**src/hdl/lsa_pkg.sv**
```systemverilog
// Package for the log segment append allocator: sizes, status codes,
// command codes, the item structs and the pool offset function.
// No dependencies.
package lsa_pkg;

  localparam int unsigned SegmentBytes       = 4096;
  localparam int unsigned MaxSegments        = 1024;
  localparam int unsigned SegmentHeaderBytes = 24;
  localparam int unsigned EntryHeaderBytes   = 16;
  localparam int unsigned PoolHeaderBytes    = 128;

  // Segment index, link (index plus the none marker) and position widths.
  localparam int unsigned SEG_W  = $clog2(MaxSegments);
  localparam int unsigned LINK_W = $clog2(MaxSegments + 1);
  localparam int unsigned POS_W  = 13;
  localparam int unsigned OFF_W  = 24;
  localparam int unsigned LEN_W  = 12;
  localparam int unsigned CNT_W  = 11;

  localparam logic [LINK_W-1:0] NONE_MARK = LINK_W'(MaxSegments);
  localparam logic [POS_W-1:0]  CAPACITY  = POS_W'(SegmentBytes - SegmentHeaderBytes);
  localparam logic [POS_W-1:0]  ENTRY_HDR = POS_W'(EntryHeaderBytes);

  localparam logic CMD_FORMAT = 1'b0;
  localparam logic CMD_APPEND = 1'b1;

  typedef enum logic [1:0] {
    ST_APPENDED  = 2'd0,
    ST_NO_SPACE  = 2'd1,
    ST_TOO_LARGE = 2'd2,
    ST_FORMATTED = 2'd3
  } lsa_status_e;

  typedef struct packed {
    logic             command;
    logic [LEN_W-1:0] entry_length;
  } lsa_req_t;

  typedef struct packed {
    lsa_status_e      status;
    logic [OFF_W-1:0] entry_offset;
    logic             pad_written;
    logic [OFF_W-1:0] pad_offset;
    logic             segment_switched;
    logic [SEG_W-1:0] head_index;
    logic [CNT_W-1:0] used_count;
  } lsa_rsp_t;

  // Byte offset of a position inside a segment, counted from the pool start.
  function automatic logic [OFF_W-1:0] pool_offset(input logic [SEG_W-1:0] seg,
                                                   input logic [POS_W-1:0] pos);
    logic [OFF_W-1:0] base;
    base = OFF_W'(PoolHeaderBytes + SegmentHeaderBytes);
    return base + OFF_W'(seg) * OFF_W'(SegmentBytes) + OFF_W'(pos);
  endfunction

endpackage

```
**src/hdl/lsa_cfg_regs.sv**
```systemverilog
// Configuration register file behind the APB-style port: holds segment_count
// and hands the saturated count to the controller. Depends on lsa_pkg.
module lsa_cfg_regs
  import lsa_pkg::*;
(
  input  logic             clk_i,
  input  logic             rst_ni,
  input  logic             psel,
  input  logic             penable,
  input  logic             pwrite,
  input  logic [2:0]       paddr,
  input  logic [31:0]      pwdata,
  output logic [31:0]      prdata,
  output logic             pready,
  output logic [CNT_W-1:0] seg_count_o
);

  logic [CNT_W-1:0] seg_count_q;
  logic             wr_en;

  assign pready = 1'b1;
  assign wr_en  = psel && penable && pwrite && !paddr[2];

  always_ff @(posedge clk_i or negedge rst_ni) begin
    if (!rst_ni) begin
      seg_count_q <= CNT_W'(MaxSegments);
    end else if (wr_en) begin
      seg_count_q <= pwdata[CNT_W-1:0];
    end
  end

  assign prdata = paddr[2] ? 32'd0 : {{(32 - CNT_W){1'b0}}, seg_count_q};

  // The format walk only ever sees a count in 1..MaxSegments.
  always_comb begin
    if (seg_count_q == '0) begin
      seg_count_o = CNT_W'(1);
    end else if (seg_count_q > CNT_W'(MaxSegments)) begin
      seg_count_o = CNT_W'(MaxSegments);
    end else begin
      seg_count_o = seg_count_q;
    end
  end

endmodule

```
**config.mk**
```make
export PLATFORM = sky130hd
export DESIGN_NAME = lsa_cfg_regs
export DESIGN_NICKNAME = d
export VERILOG_FILES = /design/src/hdl/lsa_pkg.sv /design/src/hdl/lsa_cfg_regs.sv
export SDC_FILE = /design/constraint.sdc
export NUM_CORES = 1
export LEC_CHECK = 0
export BUFFER_PORTS_ARGS = -buffer_cell sky130_fd_sc_hd__buf_2
export CORE_MARGIN = 10
export CORE_UTILIZATION = 37
export DETAILED_ROUTE_END_ITERATION = 8
export HOLD_SLACK_MARGIN = 0.05
export PLACE_DENSITY = 0.92
export SETUP_SLACK_MARGIN = 0.5
export SLEW_MARGIN = 20
export SYNTH_ARGS = -nofsm -noshare
export SYNTH_HDL_FRONTEND = slang
export SYNTH_SLANG_ARGS = --single-unit
```
**constraint.sdc**
```tcl
create_clock -name clk_i -period 1.76 [get_ports clk_i]
set_input_delay 0.352 -clock clk_i [delete_from_list [all_inputs] [get_ports clk_i]]
set_output_delay 0.352 -clock clk_i [all_outputs]
set_load 0.02 [all_outputs]
```
== Word-level counts from Yosys, hierarchy flattened ==
Cells that the tools add are included.
Operators by class
  $lt $le $gt $ge: 1
  multiplexer cells: 3
  reduce and logical (&&, ||, !) cells: 5
Operator list (number)
  2-to-1 mux 11 bit: 3
  greater-than comparator 11 bit, second input constant: 1
  zero test 11 bit: 1
  logical AND 1 bit: 3
  zero test 1 bit: 1
Word-level totals
  flip-flop bits (word level): 11
  output and inout port bits: 44
  logic and storage cells: 10

== Longest topological paths before layout ==
  depth in word-level cells: 3
  gate-level depth with buffers: 3
  gate-level depth less buffers: 2

== Worst setup path before layout ==
OpenSTA, ideal clock, no wires.
  path kind: register to output
  start: reg seg_count_q[10]
  end: out seg_count_o[1]
  arrival time: 0.953 ns
  data required time: 1.408 ns
  setup slack: 0.455 ns
  cell stages (with the launch flop): 3
  buffers on the path: 1
  cell sequence: dfstp_2 clkbuf_1 nor2b_1
On the way
  cells in the longest elaborated chain, start to end: 3
  elaborated cells between the ends (all ways): 4
  classes of those cells: 1 x order compare; 2 x mux; 1 x reduce/logical
Ends and longest elaborated chain
  start: declaration: line lsa_cfg_regs.sv:18  | logic [CNT_W-1:0] seg_count_q;
  start signal: assignment: line lsa_cfg_regs.sv:26  | seg_count_q <= CNT_W'(MaxSegments);
  start signal: assignment: line lsa_cfg_regs.sv:28  | seg_count_q <= pwdata[CNT_W-1:0];
  greater-than comparator 11 bit: line lsa_cfg_regs.sv:38  | end else if (seg_count_q > CNT_W'(MaxSegments)) begin
  2-to-1 mux 11 bit: line lsa_cfg_regs.sv:38
  2-to-1 mux 11 bit (*): line lsa_cfg_regs.sv:36  | if (seg_count_q == '0) begin
  end: declaration: line lsa_cfg_regs.sv:15  | output logic [CNT_W-1:0] seg_count_o
Mark *: on every way between the ends. The rest lies on a longest branch, timed or not.

== Final worst setup path ==
  start: reg seg_count_q[10]
  end: out seg_count_o[0]
Same word-level chain as after synthesis.

==> results <==
- For this run, the register share of the synthesized area comes to 0.341.
- Counting every instance in the synthesized netlist gives 76.
- The count of different cell masters after synthesis is 15.
- Measured on the finished design, the core utilization comes to 0.582.
- The class of the tightest hold or removal check is input pin to flop.
- The clock root buffer master is sky130_fd_sc_hd__clkbuf_4.
- The pin count of the biggest net entering global routing is 13.
- STA puts the critical path data arrival time at 1.28 ns.
- The placer's final routability congestion estimate is 0.664.
- Across the run, the number of max-cap violations was 0.
- The final layout contains routed wiring with a total length of 2240 µm.
- The worst-case register-to-register setup slack is 0.75 ns.
- The portion of total power attributed to the clock network is 0.141.
- The post-synthesis sequential element count is 11.
- In this run the horizontal extent of the chip is 66.8 µm.
- In this run, CTS created clock tree buffers numbering 3.
- Adding up every negative setup slack in the final design gives 0 ns.
- Setup repair after global routing could not meet its margin everywhere.
- Yosys attributes the largest share of cell area to sky130_fd_sc_hd__dfrtp_1 (31%), sky130_fd_sc_hd__buf_4 (20%), sky130_fd_sc_hd__mux2_4 (19%).
- Of the post-synthesis cell area, the dominant cell type holds 0.309.
- The mean number of vias per cell is 4.15.
- In this run the mean area of a mapped cell was 10.7 µm².
- For the worst flop-to-flop path, the logic depth is 3.
- Across every metal layer, demand over resource in global routing totals 0.0919.
- The region available for standard cell placement spans 2020 µm².
- The maximum cell stage delay along the critical path is 0.56 ns.
- Of all nets on the critical path, the largest fanout is 4.
- On the final layout, the worst clock skew is 0 ns.
- The register with the most flip-flops in the layout has 11 of them.
- The remaining antenna violation count is 0.
- The post-CTS clock slew at the launch and capture registers of the worst setup and hold paths is 0.07 ns.
- Dividing the detail-routed wire length by the instance count gives 15.0 µm.
- The flow ran to the end, and the final reports show no timing, DRC or antenna violations.
- The via count of the first global-routing pass is 709.
- The top achievable clock speed is 0.614 GHz.
- The clock tree from TritonCTS is done.
- The iteration count of the initial detailed-routing pass is 2.
- The count of inserted antenna diode cells is 0.
- The largest area contributor in the netlist is sky130_fd_sc_hd__dfrtp_1.
- The initial antenna violation count came to 0.
- The required time reported for the critical path endpoint is 1.41 ns.
- The first routing iteration left 3 violations.
- The capturing element type of the critical path is a primary output.
- The detailed router placed 622 vias in this run.
- Of the total power, the share spent switching nets is 0.378.
- The endpoint of the most critical register-to-register path is seg_count_q[9].
- The worst-case IR drop observed on VDD is 0.629 mV.
- The deepest level of the CTS H-tree is 1.
- The leakage component of the power is 0.000661 µW.
- The share of the clock period used by the worst path is 0.925.
- The category of the most critical setup path is flop to primary output.
- Summing every instance area after synthesis gives 811 µm².
- The number of input and output port buffers inserted is 38.
- The area overhead of the layout relative to synthesis is 45.1%.
- The clock drives 11 sinks.
- The final number of max-transition violations is 0.
- Dividing total power by cell area gives a power density of 1020 nW/µm².
- The setup violation total in the final timing report is 0.
- The worst setup path is launched from a flop.
- Counting along the longest clock path gives a buffer depth of 2.
- The internal portion of the total power is 747 µW.
- The floorplan step defined a die boundary enclosing 4460 µm².
- During I/O placement, the number of pins put on the boundary was 84.
- The Yosys step of the flow raised 0 warnings.
- The largest register by flop count is seg_count_q.
- The worst setup path endpoint is seg_count_o[0].
- The share of total power dissipated in sequential elements is 0.309.
- The first global-routing pass estimated 3220 µm of wire.
- In this run the critical register-to-register path is launched from seg_count_q[9].
- The signal on the critical path passes through nor4_2, a32o_2, buf_6.
- The hold violation count in the final report is 0.
- The initial cell density of the core is 0.401.
- The number of remaining DRC errors is 0.
- The final critical-path required period is 1.63 ns.
- The clock network latency to the later pin of the worst-skew pair is 0.26 ns.
- The final-stage net count is 164.
- The critical path starts at seg_count_q[10].
- The ratio of cells with drive above 1 in the final layout is 0.593.
- The net load switching power is 453 µW.
- The row count is 16.
- The global route total overflow is 0.
- The cell at the slowest stage of the critical path is sky130_fd_sc_hd__dfstp_2.
- Of the total power, combinational logic draws 0.550.
- Measured along the y axis, the die boundary spans 66.8 µm.
- The largest registers in the layout are seg_count_q: 11 flops.
-- power by group through the flow --
stage | clock, µW | combinational, µW | sequential [µW]
global placement | 0 | 458 | 373
CTS | 178 | 584 | 364
finish | 169 | 661 | 371
global route | 190 | 701 | 378
detailed placement | 0 | 467 | 380
floorplan | 0 | 379 | 353
-- how the worst min path moves through the flow --
stage                          from        endpoint  slack, ns  cells after the start
after floorplan              rst_ni  seg_count_q[0]       0.06                      0
after global placement       rst_ni  seg_count_q[8]       0.22                      1
after detailed placement     rst_ni  seg_count_q[8]       0.23                      1
after CTS                 pwdata[2]  seg_count_q[2]       0.30                      2
after global routing      pwdata[3]  seg_count_q[3]       0.30                      2
final                     pwdata[2]  seg_count_q[2]       0.31                      2
-- placed cells by master (no fill, tap or decap), drive strengths merged --
master / count
dfrtp: 10
nor2b: 18
inv: 1
dlygate4sd3: 1
clkinv: 1
nor4: 2
buf: 47
dfstp: 1
nand4b: 1
and2b: 1
nor2: 2
mux2: 11
conb: 22
a32o: 1
clkbuf: 4
-- critical path, delay by kind of cell (launching register included) --
kind / cells / cell delay, ns
AND/OR/NAND/NOR: 1 / 0.05
AO/OA/AOI/OAI: 1 / 0.27
flip-flops: 1 / 0.56
buffers and inverters: 1 / 0.13
-- routing by layer --
metal  global-route usage  routed length [µm]  vias up
li1                     -                   -      294
met1               0.0834                 721      283
met2                0.166                1110       43
met3               0.0485                 407        2
met4               0.0393                   8        0
met5                    0                   0        -
-- final cells by class --
cell class	instances	area (µm²)
sequential	11	277
fill	185	846
clock buffer	3	22.5
inverter	1	3.75
tap	27	33.8
clock inverter	1	5.00
multi-input combinational	58	469
timing repair buffer	49	365
-- per-stage QoR --
step / cells / hold WS, ns / power (µW) / setup slack [ns] / cell area (µm²)
finish: 150 / 0.314 / 1200 / 0.131 / 1180
global route: 150 / 0.301 / 1270 / 0.0710 / 1180
CTS: 148 / 0.304 / 1130 / 0.120 / 1070
detailed placement: 136 / 0.231 / 847 / 0.305 / 931
global placement: 136 / 0.220 / 831 / 0.314 / 931
floorplan: 96 / 0.0564 / 731 / 0.512 / 888
-- kinds of logic after synthesis --
group	Yosys count	synth area share
multiplexers	11	0.199
flip-flops	11	0.341
buffers and inverters	27	0.236
AND/OR/NAND/NOR	24	0.202
AO/OA/AOI/OAI	1	0.0123
other	2	0.00926
-- cells in the mapped netlist, drive strengths merged --
| library cell | number |
|---|---|
| buf | 23 |
| inv | 1 |
| and2b | 1 |
| nor4 | 2 |
| nor2b | 18 |
| nor2 | 2 |
| dfstp | 1 |
| a32o | 1 |
| dfrtp | 10 |
| nand4b | 1 |
| clkbuf | 3 |
| mux2 | 11 |
| conb | 2 |
-- what timing repair did --
item | CTS | global route
setup endpoints to repair | 22 | 22
hold buffers | 1 | 0
gates resized for setup | 16 | 25
pin swaps | 3 | 0
buffers inserted | 7 | 2
hold endpoints to repair | 10 | 0
No activity file was read; power rests on OpenSTA's default activity.
